`config.mk`:
```
export PLATFORM = sky130hd
export DESIGN_NAME = gps_haversine_odometer_top_flat
export DESIGN_NICKNAME = d
export VERILOG_FILES = /design/src/hw/rtl/gho_pkg.sv /design/src/hw/rtl/gho_stream_if.sv /design/src/hw/rtl/gho_div.sv /design/src/hw/rtl/gho_cordic.sv /design/src/hw/rtl/gho_mul.sv /design/src/hw/rtl/gho_sqrt.sv /design/src/hw/rtl/gps_haversine_odometer_top.sv /design/src/flat_wrapper.sv
export SDC_FILE = /design/constraint.sdc
export NUM_CORES = 2
export LEC_CHECK = 0
export BUFFER_PORTS_ARGS = -buffer_cell sky130_fd_sc_hd__buf_2
export CAP_MARGIN = 20
export CORE_MARGIN = 4
export CORE_UTILIZATION = 25
export DETAILED_ROUTE_END_ITERATION = 12
export GPL_TIMING_DRIVEN = 0
export HOLD_SLACK_MARGIN = 0.12
export PLACE_DENSITY_LB_ADDON = 0.25
export RECOVER_POWER = 50
export SKIP_CTS_REPAIR_TIMING = 1
export SLEW_MARGIN = 5
export SYNTH_ARGS = -nofsm -noshare
export SYNTH_HDL_FRONTEND = slang
export SYNTH_SLANG_ARGS = --single-unit
```
`constraint.sdc`:
```
create_clock -name clk -period 10.29 [get_ports clk]
set_input_delay 2.058 -clock clk [delete_from_list [all_inputs] [get_ports clk]]
set_output_delay 2.058 -clock clk [all_outputs]
set_load 0.05 [all_outputs]
```
`src/hw/rtl/gho_pkg.sv`:
```
package gho_pkg;

    // CORDIC arctangent table, binary angle with 2^32 per turn
    localparam int ATAN_LEN = 40;
    localparam int CNT_W    = $clog2(ATAN_LEN);
    typedef logic [29:0] atan_t;
    localparam atan_t ATAN_TAB [ATAN_LEN] = '{
        30'd536870912, 30'd316933405, 30'd167458907, 30'd85004756, 30'd42667331,
        30'd21354465, 30'd10679838, 30'd5340245, 30'd2670163, 30'd1335086,
        30'd667544, 30'd333772, 30'd166886, 30'd83443, 30'd41721,
        30'd20860, 30'd10430, 30'd5215, 30'd2607, 30'd1303,
        30'd651, 30'd325, 30'd162, 30'd81, 30'd40,
        30'd20, 30'd10, 30'd5, 30'd2, 30'd1,
        30'd0, 30'd0, 30'd0, 30'd0, 30'd0,
        30'd0, 30'd0, 30'd0, 30'd0, 30'd0
    };

    localparam int CX_W = 36;
    localparam int CZ_W = 34;
    localparam logic signed [CX_W-1:0] CORDIC_X0 = 36'sd2608131496;

    // degree-to-angle conversion: (m << shift + D/2) / D
    localparam int DIV_N_W = 62;
    localparam logic [28:0] DIV_D    = 29'd450000000;
    localparam logic [27:0] DIV_HALF = 28'd225000000;

    localparam int MUL_W = 32;
    localparam logic [MUL_W-1:0] MM_PER_TURN = 32'd156367866;

    localparam int STEP_W    = 35;
    localparam int ODO_OUT_W = 47;

    localparam logic [1:0] OP_FIX         = 2'd0;
    localparam logic [1:0] OP_CLR_DAILY   = 2'd1;
    localparam logic [1:0] OP_CLR_SERVICE = 2'd2;

    localparam logic CFG_SPEED_THRESHOLD = 1'b0;
    localparam logic CFG_MAX_STEP        = 1'b1;

    typedef struct packed {
        logic start;
        logic vectoring;
    } cordic_cmd_t;

    typedef enum logic [3:0] {
        ST_IDLE,
        ST_PREP,
        ST_CONV,
        ST_ROT,
        ST_MLAUNCH,
        ST_MUL,
        ST_RLAUNCH,
        ST_ROOT,
        ST_VEC,
        ST_SCALE,
        ST_ACCUM,
        ST_FINISH
    } gho_state_t;

endpackage

```
`src/hw/rtl/gho_stream_if.sv`:
```
interface gho_in_if;
    logic               valid;
    logic               ready;
    logic [1:0]         opcode;
    logic signed [30:0] latitude;
    logic signed [31:0] longitude;
    logic               location_valid;
    logic               speed_valid;
    logic [17:0]        speed;

    modport source (
        output valid, opcode, latitude, longitude, location_valid, speed_valid, speed,
        input  ready
    );
    modport sink (
        input  valid, opcode, latitude, longitude, location_valid, speed_valid, speed,
        output ready
    );
endinterface

interface gho_out_if;
    logic        valid;
    logic        ready;
    logic [46:0] daily_mm;
    logic [46:0] total_mm;
    logic [46:0] service_mm;
    logic [34:0] step_mm;
    logic        step_counted;
    logic        position_known;

    modport source (
        output valid, daily_mm, total_mm, service_mm, step_mm, step_counted,
        output position_known,
        input  ready
    );
    modport sink (
        input  valid, daily_mm, total_mm, service_mm, step_mm, step_counted,
        input  position_known,
        output ready
    );
endinterface

```
`src/hw/rtl/gho_div.sv`:
```
module gho_div
    import gho_pkg::*;
(
    input  logic               clk,
    input  logic               rst_n,
    input  logic               start,
    input  logic [DIV_N_W-1:0] dividend,
    output logic [31:0]        quotient,
    output logic               done
);
    localparam int DCNT_W = $clog2(DIV_N_W);

    logic [DIV_N_W-1:0] n_reg;
    logic [28:0]        r_reg;
    logic [31:0]        q_reg;
    logic [DCNT_W-1:0]  cnt_reg;
    logic               busy_reg;
    logic               done_reg;

    logic [29:0] trial;
    logic        ge;

    // one quotient bit per cycle against the fixed divisor
    always_comb
    begin
        trial = {r_reg, n_reg[DIV_N_W-1]};
        ge    = trial >= {1'b0, DIV_D};
    end

    always_ff @(posedge clk or negedge rst_n)
    begin
        if (!rst_n)
        begin
            busy_reg <= 1'b0;
            done_reg <= 1'b0;
            cnt_reg  <= '0;
        end
        else
        begin
            done_reg <= 1'b0;
            if (start)
            begin
                busy_reg <= 1'b1;
                cnt_reg  <= '0;
            end
            else if (busy_reg)
            begin
                cnt_reg <= cnt_reg + 1'b1;
                if (cnt_reg == DCNT_W'(DIV_N_W - 1))
                begin
                    busy_reg <= 1'b0;
                    done_reg <= 1'b1;
                end
            end
        end
    end

    always_ff @(posedge clk)
    begin
        if (start)
        begin
            n_reg <= dividend;
            r_reg <= '0;
            q_reg <= '0;
        end
        else if (busy_reg)
        begin
            n_reg <= {n_reg[DIV_N_W-2:0], 1'b0};
            r_reg <= ge ? 29'(trial - {1'b0, DIV_D}) : trial[28:0];
            q_reg <= {q_reg[30:0], ge};
        end
    end

    assign quotient = q_reg;
    assign done     = done_reg;
endmodule

```
`src/hw/rtl/gho_cordic.sv`:
```
module gho_cordic
    import gho_pkg::*;
#(
    parameter int ITERATIONS = 32
)
(
    input  logic                   clk,
    input  logic                   rst_n,
    input  cordic_cmd_t            cmd,
    input  logic signed [CX_W-1:0] x0,
    input  logic signed [CX_W-1:0] y0,
    input  logic signed [CZ_W-1:0] z0,
    output logic signed [CX_W-1:0] x,
    output logic signed [CX_W-1:0] y,
    output logic signed [CZ_W-1:0] z,
    output logic                   done
);
    localparam int N = (ITERATIONS > ATAN_LEN) ? ATAN_LEN : ITERATIONS;

    logic signed [CX_W-1:0] x_reg, y_reg;
    logic signed [CZ_W-1:0] z_reg;
    logic                   vec_reg;
    logic [CNT_W-1:0]       cnt_reg;
    logic                   busy_reg;
    logic                   done_reg;

    logic signed [CX_W-1:0] dx, dy;
    logic signed [CZ_W-1:0] at;
    logic                   pos;

    always_comb
    begin
        dx  = y_reg >>> cnt_reg;
        dy  = x_reg >>> cnt_reg;
        at  = $signed({{(CZ_W-30){1'b0}}, ATAN_TAB[cnt_reg]});
        // rotation steers z to zero, vectoring steers y to zero
        pos = vec_reg ? (y_reg <= 0) : (z_reg >= 0);
    end

    always_ff @(posedge clk or negedge rst_n)
    begin
        if (!rst_n)
        begin
            busy_reg <= 1'b0;
            done_reg <= 1'b0;
            cnt_reg  <= '0;
        end
        else
        begin
            done_reg <= 1'b0;
            if (cmd.start)
            begin
                busy_reg <= 1'b1;
                cnt_reg  <= '0;
            end
            else if (busy_reg)
            begin
                cnt_reg <= cnt_reg + 1'b1;
                if (cnt_reg == CNT_W'(N - 1))
                begin
                    busy_reg <= 1'b0;
                    done_reg <= 1'b1;
                end
            end
        end
    end

    always_ff @(posedge clk)
    begin
        if (cmd.start)
        begin
            x_reg   <= x0;
            y_reg   <= y0;
            z_reg   <= z0;
            vec_reg <= cmd.vectoring;
        end
        else if (busy_reg)
        begin
            x_reg <= pos ? x_reg - dx : x_reg + dx;
            y_reg <= pos ? y_reg + dy : y_reg - dy;
            z_reg <= pos ? z_reg - at : z_reg + at;
        end
    end

    assign x    = x_reg;
    assign y    = y_reg;
    assign z    = z_reg;
    assign done = done_reg;
endmodule

```
`src/hw/rtl/gho_mul.sv`:
```
module gho_mul
    import gho_pkg::*;
(
    input  logic                 clk,
    input  logic                 rst_n,
    input  logic                 start,
    input  logic [MUL_W-1:0]     a,
    input  logic [MUL_W-1:0]     b,
    output logic [2*MUL_W-1:0]   p,
    output logic                 done
);
    localparam int MCNT_W = $clog2(MUL_W);

    logic [MUL_W-1:0]  a_reg, hi_reg, lo_reg;
    logic [MCNT_W-1:0] cnt_reg;
    logic              busy_reg;
    logic              done_reg;
    logic [MUL_W:0]    sum;

    // add on the low multiplier bit, then shift the pair right
    assign sum = {1'b0, hi_reg} + (lo_reg[0] ? {1'b0, a_reg} : '0);

    always_ff @(posedge clk or negedge rst_n)
    begin
        if (!rst_n)
        begin
            busy_reg <= 1'b0;
            done_reg <= 1'b0;
            cnt_reg  <= '0;
        end
        else
        begin
            done_reg <= 1'b0;
            if (start)
            begin
                busy_reg <= 1'b1;
                cnt_reg  <= '0;
            end
            else if (busy_reg)
            begin
                cnt_reg <= cnt_reg + 1'b1;
                if (cnt_reg == MCNT_W'(MUL_W - 1))
                begin
                    busy_reg <= 1'b0;
                    done_reg <= 1'b1;
                end
            end
        end
    end

    always_ff @(posedge clk)
    begin
        if (start)
        begin
            a_reg  <= a;
            hi_reg <= '0;
            lo_reg <= b;
        end
        else if (busy_reg)
        begin
            hi_reg <= sum[MUL_W:1];
            lo_reg <= {sum[0], lo_reg[MUL_W-1:1]};
        end
    end

    assign p    = {hi_reg, lo_reg};
    assign done = done_reg;
endmodule

```
`src/hw/rtl/gho_sqrt.sv`:
```
module gho_sqrt
(
    input  logic        clk,
    input  logic        rst_n,
    input  logic        start,
    input  logic [32:0] v,
    output logic [31:0] root,
    output logic        done
);
    logic [63:0] x_reg, r_reg, b_reg;
    logic        busy_reg;
    logic        done_reg;
    logic [63:0] trial;

    assign trial = r_reg + b_reg;

    always_ff @(posedge clk or negedge rst_n)
    begin
        if (!rst_n)
        begin
            busy_reg <= 1'b0;
            done_reg <= 1'b0;
        end
        else
        begin
            done_reg <= 1'b0;
            if (start)
            begin
                busy_reg <= 1'b1;
            end
            else if (busy_reg && b_reg[0])
            begin
                busy_reg <= 1'b0;
                done_reg <= 1'b1;
            end
        end
    end

    always_ff @(posedge clk)
    begin
        if (start)
        begin
            // v * 2^32, saturated
            x_reg <= v[32] ? '1 : {v[31:0], 32'd0};
            r_reg <= '0;
            b_reg <= 64'h4000_0000_0000_0000;
        end
        else if (busy_reg)
        begin
            if (x_reg >= trial)
            begin
                x_reg <= x_reg - trial;
                r_reg <= (r_reg >> 1) + b_reg;
            end
            else
            begin
                r_reg <= r_reg >> 1;
            end
            b_reg <= b_reg >> 2;
        end
    end

    assign root = r_reg[31:0];
    assign done = done_reg;
endmodule

```
`src/hw/rtl/gps_haversine_odometer_top.sv`:
```
// GPS haversine odometer.
// item: one beat per parsed fix or command (fix, clear daily, clear service).
// result: one beat per item with the three odometers in mm, the step distance,
// whether it was counted, and whether a position is stored.
// cfg_we/cfg_index/cfg_data write the speed threshold (index 0) and the jump
// limit (index 1); write only while no item is in flight.
// A fix that follows a stored position runs through four angle conversions
// (bit-serial divide, each with its launch) each followed by a CORDIC
// rotation, four serial multiplies, two serial roots, a CORDIC vectoring pass
// and a final serial multiply before the result load. Other items go
// straight to the result load. One item is worked on at a time.
// The result sits in an output register; a new item is taken while it waits,
// and the block holds in its last step until the receiver takes that beat.
// Reset clears the odometers, the stored position and the registers to 300
// and 500000.
module gps_haversine_odometer_top
    import gho_pkg::*;
#(
    parameter int CORDIC_ITERATIONS = 32,
    parameter int ODOMETER_WIDTH    = 48
)
(
    input  logic         clk,
    input  logic         rst_n,
    input  logic         cfg_we,
    input  logic         cfg_index,
    input  logic [19:0]  cfg_data,
    gho_in_if.sink       item,
    gho_out_if.source    result
);
    localparam int OW = ODOMETER_WIDTH;
    localparam int SW = ((OW > STEP_W) ? OW : STEP_W) + 1;
    localparam int CW = (OW > ODO_OUT_W) ? OW : ODO_OUT_W;

    gho_state_t state_reg, state_next;

    logic [17:0]        thr_reg;
    logic [19:0]        maxstep_reg;
    logic signed [31:0] prev_lat_reg, prev_lon_reg;
    logic               have_prev_reg;
    logic [OW-1:0]      daily_reg, total_reg, service_reg;

    logic signed [31:0] lat_reg, lon_reg;
    logic               spd_valid_reg;
    logic [17:0]        speed_reg;
    logic [1:0]         idx_reg;
    logic               neg_reg, flip_reg;
    logic signed [32:0] sl_reg, sn_reg, c1_reg, c2_reg;
    logic [31:0]        m1_reg, m2_reg, m3_reg, ra_reg;
    logic               s2_reg;
    logic [32:0]        hav_reg;
    logic [STEP_W-1:0]  step_reg;
    logic               counted_reg;

    logic                 out_valid_reg;
    logic [ODO_OUT_W-1:0] out_daily_reg, out_total_reg, out_service_reg;
    logic [STEP_W-1:0]    out_step_reg;
    logic                 out_counted_reg, out_known_reg;

    logic                   div_start, div_done;
    logic [DIV_N_W-1:0]     dividend;
    logic [31:0]            div_q;
    cordic_cmd_t            cx_cmd;
    logic signed [CX_W-1:0] cx_x0, cx_y0, cx_x, cx_y;
    logic signed [CZ_W-1:0] cx_z0, cx_z;
    logic                   cx_done;
    logic                   mul_start, mul_done;
    logic [MUL_W-1:0]       mul_a, mul_b;
    logic [2*MUL_W-1:0]     mul_p;
    logic                   sqrt_start, sqrt_done;
    logic [32:0]            sqrt_v;
    logic [31:0]            sqrt_r;
    logic                   load_out;
    logic                   accept;

    logic signed [32:0]     vsrc, vabs;
    logic [31:0]            ang, ang2;
    logic                   flip;
    logic signed [CX_W-1:0] xs, ys;
    logic [63:0]            prod_rnd, scale_rnd;
    logic [31:0]            mq;
    logic signed [33:0]     hsum;
    logic [32:0]            hav_c;
    logic [30:0]            zc;
    logic                   counted;

    function automatic logic signed [32:0] sat_q32(input logic signed [CX_W-1:0] v);
        logic signed [CX_W-1:0] lim;
        lim = $signed({{(CX_W-32){1'b0}}, 32'hFFFF_FFFF});
        if (v > lim)
            return 33'sh0_FFFF_FFFF;
        else if (v < -lim)
            return -33'sh0_FFFF_FFFF;
        else
            return v[32:0];
    endfunction

    function automatic logic [31:0] mag32(input logic signed [32:0] v);
        logic signed [32:0] t;
        t = v[32] ? -v : v;
        return t[31:0];
    endfunction

    function automatic logic [OW-1:0] sat_add(input logic [OW-1:0] od,
                                              input logic [STEP_W-1:0] d);
        logic [SW-1:0] s;
        s = SW'(od) + SW'(d);
        if (s > SW'({OW{1'b1}}))
            return '1;
        else
            return s[OW-1:0];
    endfunction

    function automatic logic [ODO_OUT_W-1:0] clamp_out(input logic [OW-1:0] od);
        logic [CW-1:0] e;
        e = CW'(od);
        if (e > CW'({ODO_OUT_W{1'b1}}))
            return '1;
        else
            return e[ODO_OUT_W-1:0];
    endfunction

    gho_div u_div (
        .clk      (clk),
        .rst_n    (rst_n),
        .start    (div_start),
        .dividend (dividend),
        .quotient (div_q),
        .done     (div_done)
    );

    gho_cordic #(
        .ITERATIONS (CORDIC_ITERATIONS)
    ) u_cordic (
        .clk   (clk),
        .rst_n (rst_n),
        .cmd   (cx_cmd),
        .x0    (cx_x0),
        .y0    (cx_y0),
        .z0    (cx_z0),
        .x     (cx_x),
        .y     (cx_y),
        .z     (cx_z),
        .done  (cx_done)
    );

    gho_mul u_mul (
        .clk   (clk),
        .rst_n (rst_n),
        .start (mul_start),
        .a     (mul_a),
        .b     (mul_b),
        .p     (mul_p),
        .done  (mul_done)
    );

    gho_sqrt u_sqrt (
        .clk   (clk),
        .rst_n (rst_n),
        .start (sqrt_start),
        .v     (sqrt_v),
        .root  (sqrt_r),
        .done  (sqrt_done)
    );

    // angle source: half lat delta, half lon delta, old lat, new lat
    always_comb
    begin
        case (idx_reg)
            2'd0:    vsrc = {lat_reg[31], lat_reg} - {prev_lat_reg[31], prev_lat_reg};
            2'd1:    vsrc = {lon_reg[31], lon_reg} - {prev_lon_reg[31], prev_lon_reg};
            2'd2:    vsrc = {prev_lat_reg[31], prev_lat_reg};
            default: vsrc = {lat_reg[31], lat_reg};
        endcase
        vabs = vsrc[32] ? -vsrc : vsrc;
        if (!idx_reg[1])
            dividend = DIV_N_W'({vabs[31:0], 28'd0}) + DIV_N_W'(DIV_HALF);
        else
            dividend = DIV_N_W'({vabs[31:0], 29'd0}) + DIV_N_W'(DIV_HALF);
    end

    // fold the angle into the right half plane before rotating
    always_comb
    begin
        ang  = neg_reg ? 32'd0 - div_q : div_q;
        flip = ang[31] ^ ang[30];
        ang2 = flip ? ang + 32'h8000_0000 : ang;
        xs   = flip_reg ? -cx_x : cx_x;
        ys   = flip_reg ? -cx_y : cx_y;
    end

    always_comb
    begin
        prod_rnd  = mul_p + 64'h8000_0000;
        mq        = prod_rnd[63:32];
        scale_rnd = mul_p + 64'h0080_0000;
        hsum = $signed({2'b00, m1_reg}) +
               (s2_reg ? -$signed({2'b00, mq}) : $signed({2'b00, mq}));
        if (hsum < 0)
            hav_c = '0;
        else if (hsum > 34'sh1_0000_0000)
            hav_c = 33'h1_0000_0000;
        else
            hav_c = hsum[32:0];
        if (cx_z < 0)
            zc = '0;
        else if (cx_z > $signed(CZ_W'(32'h4000_0000)))
            zc = 31'h4000_0000;
        else
            zc = cx_z[30:0];
        counted = spd_valid_reg && (speed_reg > thr_reg) &&
                  (step_reg < STEP_W'(maxstep_reg));
    end

    always_comb
    begin
        if (state_reg == ST_VEC)
        begin
            mul_a = {zc, 1'b0};
            mul_b = MM_PER_TURN;
        end
        else
        begin
            case (idx_reg)
                2'd0:
                begin
                    mul_a = mag32(sl_reg);
                    mul_b = mag32(sl_reg);
                end
                2'd1:
                begin
                    mul_a = mag32(sn_reg);
                    mul_b = mag32(sn_reg);
                end
                2'd2:
                begin
                    mul_a = mag32(c1_reg);
                    mul_b = mag32(c2_reg);
                end
                default:
                begin
                    mul_a = m2_reg;
                    mul_b = m3_reg;
                end
            endcase
        end
        sqrt_v = (idx_reg == 2'd0) ? hav_reg : 33'h1_0000_0000 - hav_reg;
        if (state_reg == ST_ROOT)
        begin
            cx_x0 = $signed({{(CX_W-32){1'b0}}, sqrt_r});
            cx_y0 = $signed({{(CX_W-32){1'b0}}, ra_reg});
            cx_z0 = '0;
        end
        else
        begin
            cx_x0 = CORDIC_X0;
            cx_y0 = '0;
            cx_z0 = $signed({{(CZ_W-32){ang2[31]}}, ang2});
        end
    end

    always_ff @(posedge clk or negedge rst_n)
    begin
        if (!rst_n)
            state_reg <= ST_IDLE;
        else
            state_reg <= state_next;
    end

    always_comb
    begin
        state_next       = state_reg;
        item.ready       = 1'b0;
        div_start        = 1'b0;
        cx_cmd.start     = 1'b0;
        cx_cmd.vectoring = 1'b0;
        mul_start        = 1'b0;
        sqrt_start       = 1'b0;
        load_out         = 1'b0;
        case (state_reg)
            ST_IDLE:
            begin
                item.ready = 1'b1;
                if (item.valid)
                begin
                    if (item.opcode == OP_FIX && item.location_valid && have_prev_reg)
                        state_next = ST_PREP;
                    else
                        state_next = ST_FINISH;
                end
            end
            ST_PREP:
            begin
                div_start  = 1'b1;
                state_next = ST_CONV;
            end
            ST_CONV:
            begin
                if (div_done)
                begin
                    cx_cmd.start = 1'b1;
                    state_next   = ST_ROT;
                end
            end
            ST_ROT:
            begin
                if (cx_done)
                    state_next = (idx_reg == 2'd3) ? ST_MLAUNCH : ST_PREP;
            end
            ST_MLAUNCH:
            begin
                mul_start  = 1'b1;
                state_next = ST_MUL;
            end
            ST_MUL:
            begin
                if (mul_done)
                    state_next = (idx_reg == 2'd3) ? ST_RLAUNCH : ST_MLAUNCH;
            end
            ST_RLAUNCH:
            begin
                sqrt_start = 1'b1;
                state_next = ST_ROOT;
            end
            ST_ROOT:
            begin
                if (sqrt_done)
                begin
                    if (idx_reg == 2'd0)
                        state_next = ST_RLAUNCH;
                    else
                    begin
                        cx_cmd.start     = 1'b1;
                        cx_cmd.vectoring = 1'b1;
                        state_next       = ST_VEC;
                    end
                end
            end
            ST_VEC:
            begin
                if (cx_done)
                begin
                    mul_start  = 1'b1;
                    state_next = ST_SCALE;
                end
            end
            ST_SCALE:
            begin
                if (mul_done)
                    state_next = ST_ACCUM;
            end
            ST_ACCUM:
            begin
                state_next = ST_FINISH;
            end
            ST_FINISH:
            begin
                // hold until the output register is free
                if (!out_valid_reg || result.ready)
                begin
                    load_out   = 1'b1;
                    state_next = ST_IDLE;
                end
            end
            default:
            begin
                state_next = ST_IDLE;
            end
        endcase
    end

    assign accept = item.valid && item.ready;

    always_ff @(posedge clk or negedge rst_n)
    begin
        if (!rst_n)
        begin
            thr_reg       <= 18'd300;
            maxstep_reg   <= 20'd500000;
            prev_lat_reg  <= '0;
            prev_lon_reg  <= '0;
            have_prev_reg <= 1'b0;
            daily_reg     <= '0;
            total_reg     <= '0;
            service_reg   <= '0;
            out_valid_reg <= 1'b0;
        end
        else
        begin
            if (cfg_we)
            begin
                case (cfg_index)
                    CFG_SPEED_THRESHOLD: thr_reg     <= cfg_data[17:0];
                    CFG_MAX_STEP:        maxstep_reg <= cfg_data;
                    default:             thr_reg     <= thr_reg;
                endcase
            end
            if (accept)
            begin
                case (item.opcode)
                    OP_CLR_DAILY:   daily_reg   <= '0;
                    OP_CLR_SERVICE: service_reg <= '0;
                    OP_FIX:
                    begin
                        // first fix: store the position, no step
                        if (item.location_valid && !have_prev_reg)
                        begin
                            prev_lat_reg  <= {item.latitude[30], item.latitude};
                            prev_lon_reg  <= item.longitude;
                            have_prev_reg <= 1'b1;
                        end
                    end
                    default: have_prev_reg <= have_prev_reg;
                endcase
            end
            if (state_reg == ST_ACCUM)
            begin
                if (counted)
                begin
                    daily_reg   <= sat_add(daily_reg, step_reg);
                    total_reg   <= sat_add(total_reg, step_reg);
                    service_reg <= sat_add(service_reg, step_reg);
                end
                prev_lat_reg <= lat_reg;
                prev_lon_reg <= lon_reg;
            end
            if (load_out)
                out_valid_reg <= 1'b1;
            else if (result.ready)
                out_valid_reg <= 1'b0;
        end
    end

    always_ff @(posedge clk)
    begin
        case (state_reg)
            ST_IDLE:
            begin
                if (accept)
                begin
                    lat_reg       <= {item.latitude[30], item.latitude};
                    lon_reg       <= item.longitude;
                    spd_valid_reg <= item.speed_valid;
                    speed_reg     <= item.speed;
                    idx_reg       <= 2'd0;
                    step_reg      <= '0;
                    counted_reg   <= 1'b0;
                end
            end
            ST_PREP:
            begin
                neg_reg <= vsrc[32];
            end
            ST_CONV:
            begin
                if (div_done)
                    flip_reg <= flip;
            end
            ST_ROT:
            begin
                if (cx_done)
                begin
                    case (idx_reg)
                        2'd0:    sl_reg <= sat_q32(ys);
                        2'd1:    sn_reg <= sat_q32(ys);
                        2'd2:    c1_reg <= sat_q32(xs);
                        default: c2_reg <= sat_q32(xs);
                    endcase
                    idx_reg <= idx_reg + 2'd1;
                end
            end
            ST_MUL:
            begin
                if (mul_done)
                begin
                    case (idx_reg)
                        2'd0: m1_reg <= mq;
                        2'd1: m3_reg <= mq;
                        2'd2:
                        begin
                            m2_reg <= mq;
                            s2_reg <= c1_reg[32] ^ c2_reg[32];
                        end
                        default: hav_reg <= hav_c;
                    endcase
                    idx_reg <= idx_reg + 2'd1;
                end
            end
            ST_ROOT:
            begin
                if (sqrt_done)
                begin
                    ra_reg  <= sqrt_r;
                    idx_reg <= idx_reg + 2'd1;
                end
            end
            ST_SCALE:
            begin
                if (mul_done)
                    step_reg <= scale_rnd[58:24];
            end
            ST_ACCUM:
            begin
                counted_reg <= counted;
            end
            default:
            begin
                counted_reg <= counted_reg;
            end
        endcase
        if (load_out)
        begin
            out_daily_reg   <= clamp_out(daily_reg);
            out_total_reg   <= clamp_out(total_reg);
            out_service_reg <= clamp_out(service_reg);
            out_step_reg    <= step_reg;
            out_counted_reg <= counted_reg;
            out_known_reg   <= have_prev_reg;
        end
    end

    assign result.valid          = out_valid_reg;
    assign result.daily_mm       = out_daily_reg;
    assign result.total_mm       = out_total_reg;
    assign result.service_mm     = out_service_reg;
    assign result.step_mm        = out_step_reg;
    assign result.step_counted   = out_counted_reg;
    assign result.position_known = out_known_reg;
endmodule

```
`src/flat_wrapper.sv`:
```
// flat-port wrapper written by rule: the top's interface ports become plain ports
module gps_haversine_odometer_top_flat import gho_pkg::*;
#(
    parameter int CORDIC_ITERATIONS = 32,
    parameter int ODOMETER_WIDTH    = 48
)
  (clk, rst_n, cfg_we, cfg_index, cfg_data, item_valid, item_opcode, item_latitude, item_longitude, item_location_valid, item_speed_valid, item_speed, item_ready, result_valid, result_daily_mm, result_total_mm, result_service_mm, result_step_mm, result_step_counted, result_position_known, result_ready);
  gho_in_if item_i ();
  gho_out_if result_i ();
  input  logic clk;
  input  logic rst_n;
  input  logic cfg_we;
  input  logic cfg_index;
  input  logic [19:0] cfg_data;
  input wire logic [$bits(item_i.valid)-1:0] item_valid;
  input wire logic [$bits(item_i.opcode)-1:0] item_opcode;
  input wire logic [$bits(item_i.latitude)-1:0] item_latitude;
  input wire logic [$bits(item_i.longitude)-1:0] item_longitude;
  input wire logic [$bits(item_i.location_valid)-1:0] item_location_valid;
  input wire logic [$bits(item_i.speed_valid)-1:0] item_speed_valid;
  input wire logic [$bits(item_i.speed)-1:0] item_speed;
  output wire logic [$bits(item_i.ready)-1:0] item_ready;
  output wire logic [$bits(result_i.valid)-1:0] result_valid;
  output wire logic [$bits(result_i.daily_mm)-1:0] result_daily_mm;
  output wire logic [$bits(result_i.total_mm)-1:0] result_total_mm;
  output wire logic [$bits(result_i.service_mm)-1:0] result_service_mm;
  output wire logic [$bits(result_i.step_mm)-1:0] result_step_mm;
  output wire logic [$bits(result_i.step_counted)-1:0] result_step_counted;
  output wire logic [$bits(result_i.position_known)-1:0] result_position_known;
  input wire logic [$bits(result_i.ready)-1:0] result_ready;
  assign item_i.valid = item_valid;
  assign item_i.opcode = item_opcode;
  assign item_i.latitude = item_latitude;
  assign item_i.longitude = item_longitude;
  assign item_i.location_valid = item_location_valid;
  assign item_i.speed_valid = item_speed_valid;
  assign item_i.speed = item_speed;
  assign item_ready = item_i.ready;
  assign result_valid = result_i.valid;
  assign result_daily_mm = result_i.daily_mm;
  assign result_total_mm = result_i.total_mm;
  assign result_service_mm = result_i.service_mm;
  assign result_step_mm = result_i.step_mm;
  assign result_step_counted = result_i.step_counted;
  assign result_position_known = result_i.position_known;
  assign result_i.ready = result_ready;
  gps_haversine_odometer_top #(.CORDIC_ITERATIONS(CORDIC_ITERATIONS), .ODOMETER_WIDTH(ODOMETER_WIDTH)) u_core (.clk(clk), .rst_n(rst_n), .cfg_we(cfg_we), .cfg_index(cfg_index), .cfg_data(cfg_data), .item(item_i), .result(result_i));
endmodule
```
==> flow_metrics.env <==
export IMPL_place_worst_setup_slack_ns=0.437
export IMPL_core_um2=373000
export IMPL_worstSetupEndpointType="register"
export IMPL_routed_via_count=82400
export IMPL_yosys_warnings=0
export IMPL_cts_tree="built"
export IMPL_clock_latency_ns=0.88
export IMPL_wl_um=378000
export IMPL_ios=291
export IMPL_dpl_hpwl_um=296000
export IMPL_crit_arrival_ns=10.76
export IMPL_synth_top_family_by_area="compound AO/OA/AOI/OAI gates"
export IMPL_final_area_um2=108000
export IMPL_gp_congestion=1.00
export IMPL_finalSetupViolCount=0
export IMPL_synth_top_area_share_pct=28.3
export IMPL_synth_xor_area_share_pct=8.50
export IMPL_dp_cells=15600
export IMPL_drc=0
export IMPL_grt_pass1_wl_um=547000
export IMPL_multi_input_area_um2=53500
export IMPL_syn_inst=10300
export IMPL_synthMuxAreaShare_pct=4.69
export IMPL_syn_nets=10900
export IMPL_syn_area_um2=94000
export IMPL_grt_pass1_vias=78400
export IMPL_routed_via_density=5.19
export IMPL_synthAdderAreaFrac_pct=7.35
export IMPL_hold_class="register to register"
export IMPL_synth_compound_area_share_pct=19.1
export IMPL_finalHoldViolations=0
export IMPL_synth_enable_flop_cells=885
export IMPL_skew_ns=0.0808
export IMPL_hp_start="u_core.counted_reg"
export IMPL_cp_slowest_cell="a221oi_1"
export IMPL_synth_largest_area_cell="edfxtp_1"
export IMPL_worstMarginPinSlew_ns=5.35
export IMPL_ant_nets=0
export IMPL_ys_ff_latch=1350
export IMPL_synthTopCellsByArea="edfxtp_1 (28%), ha_1 (7.1%), dfrtp_1 (7.1%), xnor2_1 (4.9%), o21ai_0 (4.4%)"
export IMPL_worstSetupPathType="register to register"
export IMPL_track_usage_pct=18.7
export IMPL_htree_num_levels=4
export IMPL_finalMaxSlewViolations=604
export IMPL_startpoint="u_core.u_cordic.cnt_reg[1]"
export IMPL_critPathTopFamily="compound AO/OA/AOI/OAI gates"
export IMPL_area_delta_synth_final_pct=14.6
export IMPL_ys_seq_area_share_pct=39.7
export IMPL_row_count=224
export IMPL_worst_slack_ns=0.108
export IMPL_die_x_um=621
export IMPL_drv_cap=13
export IMPL_root_buffer="clkbuf_16"
export IMPL_final_cells=15900
export IMPL_antenna_found_initial=19
export IMPL_crit_buf_inv=6
export IMPL_grt_setup_unrepaired="no"
export IMPL_r2r_start="u_core.u_cordic.cnt_reg[1]"
export IMPL_start_kind="register"
export IMPL_portBuffers=290
export IMPL_wl_per_cell_um=23.8
export IMPL_maxSlewHeadroom_pct=-257
export IMPL_crit_required_ns=10.87
export IMPL_drt_initial_drc_count=7463
export IMPL_timing_fmax_mhz=98.2
export IMPL_post_route_min_period_ns=10.18
export IMPL_ys_types=105
export IMPL_cts_num_sinks=1350
export IMPL_path_clk_slew_ns=0.07
export IMPL_grt_overflow_total=0
export IMPL_register_area_um2=37300
export IMPL_grt_max_degree=100
export IMPL_drt_pass1_iterations=6
export IMPL_ir_drop_v=0.000125
export IMPL_clk_path_buf_depth=4
export IMPL_total_power_mw=12.2
export IMPL_status="finished with violations"
export IMPL_synthFlopType="edfxtp_1"
export IMPL_violations="capacitance limit, slew limit"
export IMPL_finalNetCount=11400
export IMPL_nFillCells=40000
export IMPL_final_layout_size_suffix_gt1_share_pct=7.78
export IMPL_synthSimpleGateAreaFrac_pct=17.1
export IMPL_crit_top_cell="o21ai_0"
export IMPL_dieArea_um2=386000
export IMPL_avgSynthCellArea_um2=9.17
export IMPL_critPathMaxStageDelay_ns=1.20
export IMPL_leakagePower_nw=39.2
export IMPL_path_max_fanout=10
export IMPL_ys_async_sr_fraction_pct=20.4
export IMPL_period_share_pct=98.9
export IMPL_post_dp_cell_area_um2=103000
export IMPL_die_h_um=621
export IMPL_cts_buffers=168
export IMPL_initial_core_util_pct=25.2
export IMPL_power_density_nw_per_um2=113
## stage by stage
step                      utilization [%]  TNS [ns]  hold WS [ns]
after global placement               27.2   -400.65         0.404
after detailed placement             27.5         0         0.405
final                                28.9         0         0.419
after global routing                 28.9         0         0.432
after CTS                            29.0         0         0.420
after floorplan                         -         0         0.400
## cell usage after synthesis (93+ instances only)
library cell and instances:
dfxtp_1 189, nor2b_1 95, xnor2_1 522, inv_1 324
xor2_1 391, o31ai_1 113, edfxtp_1 885, nand2b_1 137
nor2_1 935, mux2i_1 198, nand3_1 273, nand2_1 955
a21o_1 223, dfrtp_1 265, clkbuf_1 445, or2_2 180
a31oi_1 197, and3_1 93, ha_1 535, or3_1 103
and2_1 105, a21oi_1 702, nor3_1 197, a211oi_1 100
o21ai_0 825
## cell type report
type / count / share of cell area (%)
Sequential cell: 1350 / 34.6
Clock inverter: 95 / 1.04
Timing Repair Buffer: 331 / 1.65
Buffer: 540 / 1.93
Inverter: 334 / 1.16
Tap cell: 4972 / 5.77
Clock buffer: 215 / 4.23
Multi-Input combinational cell: 8034 / 49.6
Antenna cell: 8 / 0.0186
## kinds of logic (layout without fill, tap and decap cells)
logic type	count (synthesis)	after routing
AOI/OAI and AO/OA	2869	2869
xor gates and xnor gates	913	913
adders and majority gates	546	546
buffers and inverters	874	1515
DFF	1350	1350
muxes	331	331
other	0	8
and+or+nand+nor	3375	3375
## report_power, final
part	switching [mW]	internal, mW
sequential	0.00812	5.75
combinational	0.0948	0.0547
clock	2.64	3.62
## metal layers
metal | up-vias | track usage [%] | wire length [µm]
met3 | 617 | 2.37 | 21500
met1 | 40200 | 25.9 | 173000
met5 | - | 0 | 55
met2 | 2841 | 29.6 | 167000
met4 | 8 | 7.05 | 15900
li1 | 38700 | - | -
## worst paths after layout
kind | to | slack (ns) | depth (start not counted)
setup / recovery | u_core.u_cordic.x[34] | 0.11 | 29
hold / removal | u_core.result.step_counted | 0.42 | 0
hold reg to reg | u_core.result.step_counted | 0.42 | 0
setup reg to reg | u_core.u_cordic.x[34] | 0.11 | 29
min in group asynchronous | u_core.prev_lat_reg[4] | 2.18 | 1
max in group asynchronous | u_core.service_reg[26] | 1.69 | 2
## cells in the final DEF (no fill, tap or decap), drive strengths merged, types with 105 or more instances in the layout
cell type	netlist	layout
nor2	935	935
xor2	391	391
xnor2	522	522
dfxtp	189	189
nand2	955	955
or2	182	182
a21oi	703	703
ha	535	535
buf	91	252
and2	106	106
dfrtp	265	265
o31ai	114	114
clkbuf	449	833
inv	328	341
mux2i	198	198
edfxtp	885	885
or3	105	105
a31oi	197	197
nand2b	137	137
nor3	198	198
o21ai	837	837
nand3	273	273
a21o	223	223
Power figures use the tool's default switching activity.
